$ cat src/four_channel_pwm_timer_defines.svh
// ----------------------------------------------------------------------------
// Assertion macros for the four-channel PWM timer
// Clocked, reset-qualified wrappers for same-cycle and next-cycle properties.
// ----------------------------------------------------------------------------
`ifndef FOUR_CHANNEL_PWM_TIMER_DEFINES_SVH
`define FOUR_CHANNEL_PWM_TIMER_DEFINES_SVH

// Antecedent implies consequent in the same cycle.
`define ASSERT_SAME(label, ante, cons, msg) \
  label: assert property (@(posedge clk) disable iff (!rst_n) (ante) |-> (cons)) \
    else $error(msg);

// Antecedent implies consequent in the next cycle.
`define ASSERT_NEXT(label, ante, cons, msg) \
  label: assert property (@(posedge clk) disable iff (!rst_n) (ante) |=> (cons)) \
    else $error(msg);

`endif

$ cat src/fcpt_pkg.sv
// ----------------------------------------------------------------------------
// fcpt_pkg
// Commands, register indexes, reset values and widths of the PWM timer.
// ----------------------------------------------------------------------------
package fcpt_pkg;

  localparam int unsigned CHANNELS_DEF = 4;

  localparam int unsigned CNT_W   = 16;
  localparam int unsigned POL_W   = 4;
  localparam int unsigned CH_W    = 3;
  localparam int unsigned PCT_W   = 8;
  localparam int unsigned DUTY_W  = 7;            // clamped percent, 0..100
  localparam int unsigned PROD_W  = CNT_W + DUTY_W;

  localparam logic [PCT_W-1:0]  PCT_MAX = 8'd100;

  // x / 25 == (x * RECIP_25) >> RECIP_SH for x below 2**21
  localparam int unsigned       QIN_W    = PROD_W - 2;
  localparam int unsigned       RECIP_W  = 22;
  localparam int unsigned       RECIP_SH = 26;
  localparam logic [RECIP_W-1:0] RECIP_25 = 22'd2684355;

  localparam logic [CNT_W-1:0] PRESCALE_RST = 16'd71;
  localparam logic [CNT_W-1:0] PERIOD_RST   = 16'd1181;
  localparam logic [POL_W-1:0] POLARITY_RST = 4'd1;

  typedef enum logic [1:0] {
    CMD_TICK    = 2'd0,
    CMD_DUTY    = 2'd1,
    CMD_ENABLE  = 2'd2,
    CMD_DISABLE = 2'd3
  } cmd_t;

  typedef enum logic [1:0] {
    REG_PRESCALE = 2'd0,
    REG_PERIOD   = 2'd1,
    REG_POLARITY = 2'd2
  } reg_idx_t;

  typedef struct packed {
    cmd_t              cmd;
    logic [CH_W-1:0]   channel;
    logic [PROD_W-1:0] product;   // period * clamped percent
  } s1_item_t;

endpackage

$ cat src/four_channel_pwm_timer.sv
// ----------------------------------------------------------------------------
// four_channel_pwm_timer
// Edge-aligned four-channel PWM timer driven by a stream of commands.
// ----------------------------------------------------------------------------
// Flow: an accepted request is held in the request register; when it advances,
//   it updates the state and its result is registered in the result register.
// Throughput: one request per cycle while out_tready is high; the request
//   register feeds the state update and the result register in a single pass.
// Reset (rst_n low, synchronous): counters, compares, run and flag cleared;
//   registers back to prescale 71, period 1181, polarity 1; pipeline empty.
`include "four_channel_pwm_timer_defines.svh"

module four_channel_pwm_timer #(
  parameter int unsigned CHANNELS = fcpt_pkg::CHANNELS_DEF
) (
  input  logic        clk,
  input  logic        rst_n,
  // command stream
  input  logic        in_tvalid,
  output logic        in_tready,
  input  logic [15:0] in_tdata,   // [2:0] channel, [10:3] percent, [15:11] zero
  input  logic [1:0]  in_tuser,   // [1:0] command
  // result stream
  output logic        out_tvalid,
  input  logic        out_tready,
  output logic [23:0] out_tdata,  // [3:0] pwm_levels, [19:4] count_value,
                                  // [20] update_flag, [21] interrupt_request,
                                  // [23:22] zero
  // register writes
  input  logic        cfg_valid,
  output logic        cfg_ready,
  input  logic [1:0]  cfg_index,
  input  logic [15:0] cfg_data
);
  import fcpt_pkg::*;

  // --------------------------------------------------------------------------
  // Configuration registers; writes are always taken.
  // --------------------------------------------------------------------------
  logic [CNT_W-1:0] prescale_r;
  logic [CNT_W-1:0] period_r;
  logic [POL_W-1:0] polarity_r;

  assign cfg_ready = 1'b1;

  always_ff @(posedge clk) begin
    if (!rst_n) begin
      prescale_r <= PRESCALE_RST;
      period_r   <= PERIOD_RST;
      polarity_r <= POLARITY_RST;
    end else if (cfg_valid && cfg_ready) begin
      unique case (cfg_index)
        REG_PRESCALE: prescale_r <= cfg_data;
        REG_PERIOD:   period_r   <= cfg_data;
        REG_POLARITY: polarity_r <= cfg_data[POL_W-1:0];
        default: ;  // index beyond the register list: drop the write
      endcase
    end
  end

  // --------------------------------------------------------------------------
  // Pipeline control. The request register advances into the result
  // register whenever the result register is empty or being drained, so a
  // new request is still taken while a result waits if the request register is empty.
  // --------------------------------------------------------------------------
  logic s1_v_r;
  logic out_v_r;
  logic advance;
  logic s1_fire;

  assign advance   = !out_v_r || out_tready;
  assign s1_fire   = s1_v_r && advance;
  assign in_tready = !s1_v_r || advance;

  always_ff @(posedge clk) begin
    if (!rst_n) begin
      s1_v_r  <= 1'b0;
      out_v_r <= 1'b0;
    end else begin
      if (in_tready) s1_v_r <= in_tvalid;
      if (advance)   out_v_r <= s1_v_r;
    end
  end

  // --------------------------------------------------------------------------
  // Request register. Clamp the percent and form period * percent here, so
  // the next stage only has the divide by 100 left.
  // --------------------------------------------------------------------------
  s1_item_t          s1_r;
  logic [PCT_W-1:0]  pct_in;
  logic [DUTY_W-1:0] duty_in;

  assign pct_in  = in_tdata[CH_W +: PCT_W];
  assign duty_in = (pct_in > PCT_MAX) ? PCT_MAX[DUTY_W-1:0] : pct_in[DUTY_W-1:0];

  always_ff @(posedge clk) begin
    if (in_tvalid && in_tready) begin
      s1_r.cmd     <= cmd_t'(in_tuser);
      s1_r.channel <= in_tdata[CH_W-1:0];
      s1_r.product <= PROD_W'(period_r) * PROD_W'(duty_in);
    end
  end

  // --------------------------------------------------------------------------
  // Divide by 100: drop two bits, then multiply by the reciprocal of 25.
  // --------------------------------------------------------------------------
  logic [QIN_W-1:0]         q_in;
  logic [QIN_W+RECIP_W-1:0] q_prod;
  logic [CNT_W-1:0]         duty_cmp;

  assign q_in     = s1_r.product[PROD_W-1:2];
  assign q_prod   = (QIN_W+RECIP_W)'(q_in) * (QIN_W+RECIP_W)'(RECIP_25);
  assign duty_cmp = q_prod[RECIP_SH +: CNT_W];

  // --------------------------------------------------------------------------
  // Timer state and its next value for the request in the request register.
  // --------------------------------------------------------------------------
  logic [CNT_W-1:0] pre_cnt_r,  pre_cnt_nxt;
  logic [CNT_W-1:0] main_cnt_r, main_cnt_nxt;
  logic [CNT_W-1:0] cmp_r   [CHANNELS];
  logic [CNT_W-1:0] cmp_nxt [CHANNELS];
  logic             running_r, running_nxt;
  logic             wrap_r,    wrap_nxt;

  always_comb begin
    pre_cnt_nxt  = pre_cnt_r;
    main_cnt_nxt = main_cnt_r;
    running_nxt  = running_r;
    wrap_nxt     = wrap_r;
    for (int i = 0; i < CHANNELS; i++) cmp_nxt[i] = cmp_r[i];

    case (s1_r.cmd)
      CMD_TICK: begin
        // While running, advance the prescaler; on its rollover step or wrap the counter.
        if (running_r) begin
          if (pre_cnt_r >= prescale_r) begin
            pre_cnt_nxt = '0;
            if (main_cnt_r >= period_r) begin
              main_cnt_nxt = '0;
              wrap_nxt     = 1'b1;
            end else begin
              main_cnt_nxt = main_cnt_r + 1'b1;
            end
          end else begin
            pre_cnt_nxt = pre_cnt_r + 1'b1;
          end
        end
      end
      CMD_DUTY: begin
        // Channels outside 1..CHANNELS match nothing and are ignored.
        for (int i = 0; i < CHANNELS; i++) begin
          if (s1_r.channel == CH_W'(i + 1)) cmp_nxt[i] = duty_cmp;
        end
      end
      CMD_ENABLE: begin
        wrap_nxt    = 1'b0;
        running_nxt = 1'b1;
      end
      default: begin
        // Disable: stop, clear the flag and zero every compare.
        wrap_nxt    = 1'b0;
        running_nxt = 1'b0;
        for (int i = 0; i < CHANNELS; i++) cmp_nxt[i] = '0;
      end
    endcase
  end

  always_ff @(posedge clk) begin
    if (!rst_n) begin
      pre_cnt_r  <= '0;
      main_cnt_r <= '0;
      running_r  <= 1'b0;
      wrap_r     <= 1'b0;
      for (int i = 0; i < CHANNELS; i++) cmp_r[i] <= '0;
    end else if (s1_fire) begin
      pre_cnt_r  <= pre_cnt_nxt;
      main_cnt_r <= main_cnt_nxt;
      running_r  <= running_nxt;
      wrap_r     <= wrap_nxt;
      for (int i = 0; i < CHANNELS; i++) cmp_r[i] <= cmp_nxt[i];
    end
  end

  // --------------------------------------------------------------------------
  // Result: PWM mode 1 on the updated state, then apply polarity. Channels
  // past CHANNELS hold their level bit at zero.
  // --------------------------------------------------------------------------
  logic [POL_W-1:0] levels;
  logic [23:0]      out_data_r;

  always_comb begin
    levels = '0;
    for (int i = 0; i < CHANNELS; i++) begin
      levels[i] = (main_cnt_nxt < cmp_nxt[i]) ^ polarity_r[i];
    end
  end

  always_ff @(posedge clk) begin
    if (s1_fire) begin
      out_data_r <= {2'b00, wrap_nxt && running_nxt, wrap_nxt, main_cnt_nxt, levels};
    end
  end

  assign out_tvalid = out_v_r;
  assign out_tdata  = out_data_r;

  // --------------------------------------------------------------------------
  // Checks
  // --------------------------------------------------------------------------
  `ASSERT_NEXT(a_disable_clears, s1_fire && s1_r.cmd == CMD_DISABLE,
               !running_r && !wrap_r && cmp_r[0] == '0, "disable left timer armed")
  `ASSERT_NEXT(a_enable_starts, s1_fire && s1_r.cmd == CMD_ENABLE,
               running_r && !wrap_r, "enable did not start the timer")
  `ASSERT_NEXT(a_stopped_holds, !running_r,
               $stable(main_cnt_r) && $stable(pre_cnt_r), "counter moved while stopped")
  `ASSERT_SAME(a_result_drained, $fell(out_tvalid), $past(out_tready),
               "result dropped without being taken")

endmodule
$ cat config.mk
export PLATFORM = sky130hd
export DESIGN_NAME = four_channel_pwm_timer
export DESIGN_NICKNAME = d
export VERILOG_FILES = /design/src/fcpt_pkg.sv /design/src/four_channel_pwm_timer.sv
export VERILOG_INCLUDE_DIRS = /design/src /design/src/src
export SDC_FILE = /design/constraint.sdc
export NUM_CORES = 1
export LEC_CHECK = 0
export BUFFER_PORTS_ARGS = -buffer_cell sky130_fd_sc_hd__buf_2
export CAP_MARGIN = 30
export CORE_MARGIN = 4
export CORE_UTILIZATION = 40
export DETAILED_ROUTE_END_ITERATION = 12
export PLACE_DENSITY_LB_ADDON = 0.3
export SYNTH_ARGS = -nofsm -noshare
export SYNTH_HDL_FRONTEND = slang
export SYNTH_SLANG_ARGS = --single-unit
export TNS_END_PERCENT = 100
$ cat constraint.sdc
create_clock -name clk -period 8.6 [get_ports clk]
set_input_delay 0.86 -clock clk [delete_from_list [all_inputs] [get_ports clk]]
set_output_delay 0.86 -clock clk [all_outputs]
set_load 0.02 [all_outputs]
# [Word level (Yosys, flattened, before mapping)]
# Memories as Yosys holds them, arrays and structs flattened.
# Index checks and enable logic that the tools add are counted.
[totals] regBits=122 ram_bits=64 word_cells=80 memories=1
[classes] addsub=2 multipliers=2 magnitude_cmp=7 n_eq_ne=8 muxes=24 n_bitwise=8 n_reduce_logical=15
[mem_list] name="cmp_r" depth=4 width=16 read_ports=4 rd_clocked_by_memory_dff=0 wr=4 line="four_channel_pwm_timer.sv:120" text="logic [CNT_W-1:0] cmp_r [CHANNELS];"
[ops] op="16-bit 2-to-1 mux" count=13
[ops] op="64-bit one-hot mux with 2 select lines" count=1
[ops] op="16-bit < comparator" count=4
[ops] op="21-bit by 22-bit multiplier with 42-bit output, second input constant" count=1
[ops] op="16-bit by 1-bit adder with 16-bit output, second input constant" count=2
[ops] op="16-bit greater-or-equal comparator" count=2
[ops] op="16-bit by 7-bit multiplier with 23-bit output" count=1
[ops] op="8-bit by 7-bit greater-than comparator with 1-bit output, second input constant" count=1
[ops] op="1-bit 2-to-1 mux" count=7
[ops] op="7-bit 2-to-1 mux" count=1
[ops] op="3-bit by 2-bit equality test with 1-bit output, second input constant" count=2
[ops] op="2-bit AND reduction" count=3
[ops] op="2-bit by 1-bit equality test with 1-bit output, second input constant" count=2
[ops] op="2-bit equality test, second input constant" count=2
[ops] op="2-bit logical NOT" count=2
[ops] op="1-bit bitwise OR" count=4
[ops] op="1-bit one-hot mux with 2 select lines" count=2
[ops] op="2-bit OR reduction" count=2
[ops] op="1-bit XOR" count=4
[ops] op="3-bit by 1-bit equality test with 1-bit output, second input constant" count=1
[ops] op="3-bit equality test, second input constant" count=1
[ops] op="1-bit logical AND" count=3
[ops] op="3-bit AND reduction" count=1
[ops] op="1-bit logical NOT" count=2
[ops] op="1-bit logical OR" count=2

# [Depth between registers and ports, before layout]
# Gate-level depths: netlist (run 1).
[depth] word_depth=7 mapped_depth=36

# [Worst setup path after synthesis (run 1)]
# No wires, ideal clock.
[synth_timing] path_type="register to register" start="reg s1_r (netlist bit q_in[12])" end="reg out_data_r[3] (netlist: out_tdata[3]) (data pin)" setup_time_ns=0.265 arrival_time_ns=7.656 setup_slack_ns=0.678 stages_incl_launch_ff=34 n_path_buf=1 cell_sequence="edfxtp_1 > fa_1 > inv_1 > fa_1 > inv_1 > fa_1 > fa_1 > fa_1 > inv_1 > fa_1 > inv_1 > ha_1 > ha_1 > buf_2 > a2111oi_2 > o21ai_0 > o21ai_1 > a21oi_1 > and4b_1 > nand2b_1 > xor2_1 > o21ai_0 > a22oi_1 > ha_1 > a21o_1 > a21o_1 > a21o_1 > a21o_1 > a21oi_1 > nor2b_1 > o21ai_0 > nand2_1 > a41oi_1 > xor2_1"
[synth_via] elab_chain_cells=5
[synth_rtl] item="start, declared" line="four_channel_pwm_timer.sv:89" text="s1_item_t s1_r;"
[synth_rtl] item="21-bit by 22-bit multiplier with 42-bit output" line="four_channel_pwm_timer.sv:112" text="assign q_prod = (QIN_W+RECIP_W)'(q_in) * (QIN_W+RECIP_W)'(RECIP_25);"
[synth_rtl] item="16-bit 2-to-1 mux" line="four_channel_pwm_timer.sv:152" text="if (s1_r.channel == CH_W'(i + 1)) cmp_nxt[i] = duty_cmp;"
[synth_rtl] item="64-bit one-hot mux with 2 select lines" line="four_channel_pwm_timer.sv:132" text="case (s1_r.cmd)"
[synth_rtl] item="16-bit < comparator" line="four_channel_pwm_timer.sv:194" text="levels[i] = (main_cnt_nxt < cmp_nxt[i]) ^ polarity_r[i];"
[synth_rtl] item="1-bit XOR" line="four_channel_pwm_timer.sv:194"
[synth_rtl] item="via levels[3]" line="four_channel_pwm_timer.sv:188" text="logic [POL_W-1:0] levels;"
[synth_rtl] item="end signal, assigned" line="four_channel_pwm_timer.sv:200" text="out_data_r <= {2'b00, wrap_nxt && running_nxt, wrap_nxt, main_cnt_nxt, levels};"
[synth_rtl] item="end, declared" line="four_channel_pwm_timer.sv:189" text="logic [23:0] out_data_r;"
# The timed path passes the listed nets, and every way through them passes these cells.
# A chain may end at the register's enable or synchronous reset.

# [Worst setup path in the final report (run 1)]
[layout_timing] start="reg s1_r (netlist bit q_in[8])" end="reg out_data_r[0] (netlist: out_tdata[0]) (data pin)"
# Same word-level chain as after synthesis.

==> insert_results.sql, run 1 <==
INSERT INTO impl_metrics (metric_group, metric, value, unit) VALUES
('synth', 'synth.cells.most_frequent', 'sky130_fd_sc_hd__inv_1, sky130_fd_sc_hd__ha_1, sky130_fd_sc_hd__fa_1', ''),
('synth', 'yosysWarnings', '0', ''),
('place', 'finalWeightedCongestion', '0.9421', ''),
('place', 'numPortBuffers', '59', ''),
('layout', 'final_cell_count_no_fill', '3048', ''),
('die', 'coreArea', '52550', 'um^2'),
('critical_path', 'critPathMaxStageDelay', '0.63', 'ns'),
('worst_hold_path', 'path_category_of_the_worst_min_delay_check', 'reg2reg', ''),
('synth', 'synth_seq_cells', '184', ''),
('synth', 'netlist_instances', '2240', ''),
('synth', 'syn-cell-area', '21200', 'um^2'),
('cts', 'cts_num_sinks', '184', ''),
('layout', 'finalCoreUtilization', '45.30', '%'),
('drt', 'post_drt_wl_per_cell', '18.30', 'um'),
('layout', 'area.growth.synth_to_final', '12.28', '%'),
('cts', 'clockBufferDepth', '2', ''),
('worst_hold_path', 'hold_start', 'prescale_r[15]', ''),
('synth', 'ys_async_sr_fraction', '0', '%'),
('synth', 'synth_area_per_cell', '9.464', 'um^2'),
('grt', 'grt_pass1_vias', '17080', ''),
('grt', 'wire_length_of_the_first_global_routing_pass', '90230', 'um'),
('run_status', 'run_status', 'finished clean', ''),
('sta', 'finalHoldViolations', '0', ''),
('cts', 'ctsHtreeMaxLevel', '4', ''),
('sta', 'hold_ws', '0.4583', 'ns'),
('critical_path', 'critical_path_required', '8.80', 'ns'),
('sta', 'worst_clock_skew', '0.01429', 'ns'),
('sta', 'slew-limit-headroom', '31.06', '%'),
('cts', 'cts_tree', 'yes', ''),
('critical_path', 'worstPathMaxFanout', '6', ''),
('die', 'top_level_ports', '68', ''),
('synth', 'synth.yosys.seq_area_share', '22.66', '%'),
('layout', 'layout-drive-gt1-share', '11.44', '%'),
('place', 'place.detailed.instances', '2984', ''),
('drt', 'totalWireLength', '55780', 'um'),
('critical_path', 'data_arrival_time_at_the_worst_slack_endpoint', '8.52', 'ns'),
('grt', 'pin_count_of_the_biggest_net_entering_global_routing', '65', ''),
('critical_path', 'timing.critical_path.slowest_stage_cell', 'sky130_fd_sc_hd__fa_2', ''),
('synth', 'area_fraction_of_the_dominant_cell_type_after_synthesis', '21.15', '%'),
('cts', 'cts_inserted_buffers', '17', ''),
('sta', 'highest_clock_rate', '0.1202', 'GHz'),
('critical_path', 'critical_path.reg2reg.endpoint', 'out_tdata[0]', ''),
('worst_hold_path', 'whs_endpoint', 'prescale_r[15]', ''),
('critical_path', 'reg2reg_depth', '28', ''),
('synth', 'ys_top_cells_by_area', 'sky130_fd_sc_hd__fa_1, sky130_fd_sc_hd__ha_1, sky130_fd_sc_hd__edfxtp_1', ''),
('drt', 'drc', '0', ''),
('die', 'initial_utilization', '40.34', '%'),
('synth', 'netlist.top_cell.by_area', 'sky130_fd_sc_hd__fa_1', ''),
('sta', 'finalSetupViolations', '0', ''),
('critical_path', 'startpoint_of_the_lowest_slack_register_to_register_path', 'q_in[8]', ''),
('synth', 'yosys.cell_count.top_type', 'sky130_fd_sc_hd__inv_1', ''),
('layout', 'n_antenna_cell', '0', ''),
('drt', 'via_count', '16420', ''),
('critical_path', 'path_common_cell', 'sky130_fd_sc_hd__fa_1', ''),
('critical_path', 'timing_worst_setup_path_type', 'reg2reg', ''),
('synth', 'yosys.cell_types.count', '75', ''),
('sta', 'final.period_utilization', '96.75', '%'),
('layout', 'final.fill_count', '5044', ''),
('run', 'max-cap-violations', '0', ''),
('cts', 'worstSkewPairLatency', '0.45', 'ns'),
('critical_path', 'end_kind', 'flip-flop', ''),
('place', 'detailedPlacementHpwl', '44260', 'um'),
('drt', 'detailedRoute.firstIterationViolations', '906', ''),
('sta', 'drv_slew', '0', ''),
('die', 'fp.dieArea', '56750', 'um^2'),
('die', 'chipHeight', '238.2', 'um'),
('critical_path', 'setup.reg_to_reg.worst_slack', '0.28', 'ns'),
('drt', 'route.detailed.vias_per_inst', '5.388', ''),
('drt', 'ant_nets', '0', ''),
('cts', 'cts-root-buf', 'sky130_fd_sc_hd__clkbuf_16', ''),
('synth', 'synth_enable_flop_cells', '112', '');
==> worst max-delay path by stage <==
| stage | from | to | slack, ns | cells after the start |
|---|---|---|---|---|
| after CTS | q_in[18] | out_tdata[0] | 0.03 | 31 |
| after global placement | q_in[6] | out_tdata[0] | 0.07 | 28 |
| after floorplan | q_in[12] | out_tdata[3] | 0.68 | 33 |
| after global routing | q_in[8] | out_tdata[0] | -0.09 | 31 |
| final | q_in[8] | out_tdata[0] | 0.28 | 28 |
| after detailed placement | q_in[18] | out_tdata[2] | -0.16 | 31 |
==> layout by cell type, fill, tap and decap left out, types with 12 or more instances in the layout <==
cell type and count:
sky130_fd_sc_hd__nand2_1 217, sky130_fd_sc_hd__inv_1 370, sky130_fd_sc_hd__ha_1 321, sky130_fd_sc_hd__nand4_1 22
sky130_fd_sc_hd__a31oi_1 12, sky130_fd_sc_hd__buf_2 62, sky130_fd_sc_hd__clkbuf_16 18, sky130_fd_sc_hd__and3_1 56
sky130_fd_sc_hd__nand2b_1 14, sky130_fd_sc_hd__nor3_1 17, sky130_fd_sc_hd__nand3_1 30, sky130_fd_sc_hd__a21oi_1 105
sky130_fd_sc_hd__edfxtp_1 112, sky130_fd_sc_hd__a221oi_1 14, sky130_fd_sc_hd__o211ai_1 13, sky130_fd_sc_hd__xor2_1 22
sky130_fd_sc_hd__dfxtp_1 72, sky130_fd_sc_hd__and2_1 32, sky130_fd_sc_hd__xnor2_1 31, sky130_fd_sc_hd__a21o_1 45
sky130_fd_sc_hd__fa_1 221, sky130_fd_sc_hd__buf_4 90, sky130_fd_sc_hd__o21ai_0 46, sky130_fd_sc_hd__a22oi_1 33
sky130_fd_sc_hd__a211oi_1 12, sky130_fd_sc_hd__nor2b_1 18, sky130_fd_sc_hd__nor2_1 142
==> metal layers <==
metal	track usage (%)	up-vias	wire length, um
li1	-	7772	-
met1	26.51	8157	24520
met2	34.33	429	27410
met3	2.115	64	2724
met4	4.609	0	1127
met5	0	-	0
==> cell type report <==
cell class              count  area, um^2  share of cell area [%]
repair buffers            155        1036                   4.352
inverters                 373        1400                   5.882
flip-flops and latches    184        4805                   20.18
multi-input cells        1616       15070                   63.32
clock inverters            11       138.9                  0.5834
clock buffers              21       491.7                   2.066
well taps                 688       860.8                   3.616
==> flip-flops by register name, indices dropped and copies added (netlist names) <==
signal,count
cmp_r,64
out_tdata,22
q_in,21
main_cnt_r,16
period_r,16
pre_cnt_r,16
prescale_r,16
s1_r,5
polarity_r,4
out_tvalid,1
running_r,1
s1_v_r,1
wrap_r,1
==> logic make-up after synthesis <==
family	after synthesis	share of synthesized area, %
buffers and inverters	441	7.950
XOR/XNOR	55	2.272
flip-flops	184	22.66
adder cells (fa/ha/maj)	560	40.98
AO/OA/AOI/OAI	385	12.22
AND/OR/NAND/NOR	608	13.64
other	2	0.03542
multiplexers	5	0.2361
==> per-stage QoR <==
step | setup TNS (ns) | instance area [um^2]
floorplan | 0 | 21200
global placement | 0 | 22550
detailed placement | -0.2883 | 22570
CTS | 0 | 23250
global route | -0.2011 | 23800
finish | 0 | 23800
==> critical path, delay by kind of cell, from the launching register on <==
family                   cells  cell delay [ns]
adder cells (fa/ha/maj)      9             4.08
AND/OR/NAND/NOR              8             1.74
buffers and inverters        3             0.30
flip-flops                   1             0.53
XOR/XNOR                     2             0.32
AO/OA/AOI/OAI                6             1.10
==> repair_timing <==
| item | CTS | global route |
|---|---|---|
| endpoints found under the hold margin | 0 | 0 |
| pin swaps | 2 | 37 |
| setup buffers | 4 | 26 |
| hold buffers | 0 | 0 |
| endpoints found under the setup margin | 3 | 4 |
| gates resized for setup | 6 | 68 |
Power of run 1 is left out: the tool's default activity adds up to more than one toggle a clock period on the data nets, which glitch-free logic cannot reach.
==> run 2, diff against run 1 <==
--- a/config.mk
+++ b/config.mk
@@ -8,6 +8,8 @@
 export LEC_CHECK = 0
 export BUFFER_PORTS_ARGS = -buffer_cell sky130_fd_sc_hd__buf_2
 export CAP_MARGIN = 30
+export CELL_PAD_IN_SITES_DETAIL_PLACEMENT = 1
+export CELL_PAD_IN_SITES_GLOBAL_PLACEMENT = 1
 export CORE_MARGIN = 4
 export CORE_UTILIZATION = 40
 export DETAILED_ROUTE_END_ITERATION = 12
==> insert_results.sql, run 2 (synthesis results as in run 1) <==
INSERT INTO impl_metrics (metric_group, metric, value, unit) VALUES
('critical_path', 'data_arrival_time_at_the_worst_slack_endpoint', '8.58', 'ns'),
('drt', 'drc', '0', ''),
('cts', 'clk_pin_slew_worst_paths', '0.08', 'ns'),
('drt', 'detailedRoute.firstIterationViolations', '829', ''),
('drt', 'via_count', '16730', ''),
('critical_path', 'path_common_cell', 'sky130_fd_sc_hd__fa_2', ''),
('sta', 'worst_clock_skew', '0.01888', 'ns'),
('layout', 'n_antenna_cell', '0', ''),
('grt', 'overflow', '0', ''),
('cts', 'cts_inserted_buffers', '17', ''),
('layout', 'finalCoreUtilization', '45.55', '%'),
('drt', 'post_drt_wl_per_cell', '20.21', 'um'),
('grt', 'gr-max-usage-layer', 'met2', ''),
('cts', 'cts_tree', 'yes', ''),
('sta', 'highest_clock_rate', '0.1197', 'GHz'),
('critical_path', 'reg2reg_depth', '31', ''),
('critical_path', 'timing.critical_path.slowest_stage_cell', 'sky130_fd_sc_hd__fa_1', ''),
('critical_path', 'timing_worst_setup_path_type', 'reg2reg', ''),
('critical_path', 'end_kind', 'flip-flop', ''),
('sta', 'final.period_utilization', '97.15', '%'),
('sta', 'period_needed', '8.355', 'ns'),
('layout', 'final.fill_count', '6033', ''),
('worst_hold_path', 'path_category_of_the_worst_min_delay_check', 'reg2reg', ''),
('die', 'die_x', '238.2', 'um'),
('critical_path', 'startpoint_of_the_lowest_slack_register_to_register_path', 'q_in[10]', ''),
('grt', 'track_usage', '22.01', '%'),
('run_status', 'run_status', 'finished clean', ''),
('grt', 'pin_count_of_the_biggest_net_entering_global_routing', '65', ''),
('grt', 'grt_util_met1', '28.06', '%'),
('sta', 'finalHoldViolations', '0', ''),
('cts', 'worstSkewPairLatency', '0.48', 'ns'),
('die', 'top_level_ports', '68', ''),
('drt', 'ant_nets', '0', ''),
('critical_path', 'worstPathMaxFanout', '5', ''),
('sta', 'drv_slew', '0', ''),
('critical_path', 'critical_path_required', '8.82', 'ns'),
('die', 'coreArea', '52550', 'um^2'),
('grt', 'use_met2', '37.95', '%'),
('layout', 'area.growth.synth_to_final', '12.91', '%'),
('critical_path', 'start_kind', 'flip-flop', ''),
('cts', 'ctsHtreeMaxLevel', '4', ''),
('sta', 'slew-limit-headroom', '30.40', '%'),
('layout', 'largest-register', 'cmp_r', ''),
('layout', 'layout-drive-gt1-share', '12.52', '%'),
('place', 'numPortBuffers', '59', ''),
('cts', 'clockBufferDepth', '2', ''),
('place', 'place.detailed.instances', '3008', ''),
('place', 'dpl-instance-area', '22760', 'um^2'),
('sta', 'finalSetupViolations', '0', ''),
('cts', 'cts_num_sinks', '184', ''),
('critical_path', 'setup.reg_to_reg.worst_slack', '0.25', 'ns'),
('sta', 'tightest_slew', '1.037', 'ns'),
('die', 'chipHeight', '238.2', 'um'),
('layout', 'layout_commonest_cell', 'sky130_fd_sc_hd__inv_1', ''),
('place', 'detailedPlacementHpwl', '49140', 'um'),
('grt', 'grt_util_met3', '3.872', '%'),
('cts', 'cts-root-buf', 'sky130_fd_sc_hd__clkbuf_16', ''),
('layout', 'final_cell_count_no_fill', '3069', ''),
('die', 'fp.dieArea', '56750', 'um^2'),
('drt', 'route.detailed.vias_per_inst', '5.452', ''),
('critical_path', 'critical_path.reg2reg.endpoint', 'out_tdata[0]', ''),
('die', 'initial_utilization', '40.34', '%'),
('die', 'core.rowCount', '84', ''),
('grt', 'wire_length_of_the_first_global_routing_pass', '98560', 'um'),
('layout', 'final_nets', '2969', ''),
('drt', 'first_pass_iters', '6', ''),
('grt', 'grt_pass1_vias', '18250', ''),
('critical_path', 'endpoint_of_the_most_critical_setup_path', 'out_tdata[0]', ''),
('layout', 'most-common-layout-cells', 'sky130_fd_sc_hd__inv_1, sky130_fd_sc_hd__ha_1, sky130_fd_sc_hd__nand2_1, sky130_fd_sc_hd__fa_1, sky130_fd_sc_hd__nor2_1', ''),
('run', 'max-cap-violations', '0', ''),
('drt', 'totalWireLength', '62040', 'um'),
('critical_path', 'worst_setup_path_startpoint', 'q_in[10]', ''),
('critical_path', 'critPathMaxStageDelay', '0.60', 'ns'),
('place', 'finalWeightedCongestion', '0.9077', ''),
('grt', 'grt_antenna_before_repair', '0', ''),
('layout', 'largest_reg_flops', '64', ''),
('layout', 'finalInstanceArea', '23940', 'um^2');
-- run 2: cell count changes in the layout (fill, tap and decap cells not counted), sizes merged --
cell	before	now
buf	155	176
clkinvlp	0	1
clkbuf	21	17
clkinv	5	7
inv	376	380
bufinv	3	0
-- run 2: critical path: cells and delay by family, from the launching register on --
| kind | cells | cell delay, ns |
|---|---|---|
| buf+inv | 5 | 0.36 |
| compound gates | 10 | 1.53 |
| xor+xnor | 1 | 0.08 |
| flops | 1 | 0.51 |
| fa+ha+maj | 9 | 4.00 |
| simple gates | 6 | 1.59 |
-- run 2: worst min path at each step --
stage                         startpoint              to  cells after the start
after global placement     prescale_r[9]   prescale_r[9]                      2
after detailed placement  prescale_r[13]  prescale_r[13]                      2
after floorplan           prescale_r[10]  prescale_r[10]                      2
after global routing      prescale_r[12]  prescale_r[12]                      2
final                     prescale_r[13]  prescale_r[13]                      2
after CTS                 prescale_r[13]  prescale_r[13]                      2
-- run 2: final cells by class --
cell class / count / area, um^2 / area share, %
Tap cell: 688 / 860.8 / 3.596
Multi-Input combinational cell: 1616 / 15080 / 63.00
Sequential cell: 184 / 4805 / 20.07
Clock inverter: 15 / 185.2 / 0.7736
Clock buffer: 17 / 425.4 / 1.777
Inverter: 373 / 1400 / 5.849
Timing Repair Buffer: 176 / 1181 / 4.934
-- run 2: timing repair --
| action | in CTS | in global routing |
|---|---|---|
| gates resized for setup | 3 | 77 |
| hold buffers | 0 | 0 |
| endpoints found under the hold margin | 0 | 0 |
| pin swaps | 0 | 55 |
| buffers inserted | 6 | 22 |
| endpoints found under the setup margin | 3 | 4 |
-- run 2: routing by layer --
layer	wire, um	part of all wire [%]
met1	26900	43
met3	3002	4.8
met4	2120	3.4
met2	30020	48
met5	0	0
-- run 2: metrics by stage --
step / worst slack (ns) / hold WS [ns] / setup TNS, ns
detailed placement: -0.05001 / 0.4573 / -0.05022
CTS: 0.009537 / 0.4689 / 0
global placement: 0.04780 / 0.4493 / 0
finish: 0.2453 / 0.4674 / 0
global route: -0.05706 / 0.4873 / -0.1388
floorplan: 0.6782 / 0.4363 / 0
Power of run 2 is left out for the same reason.
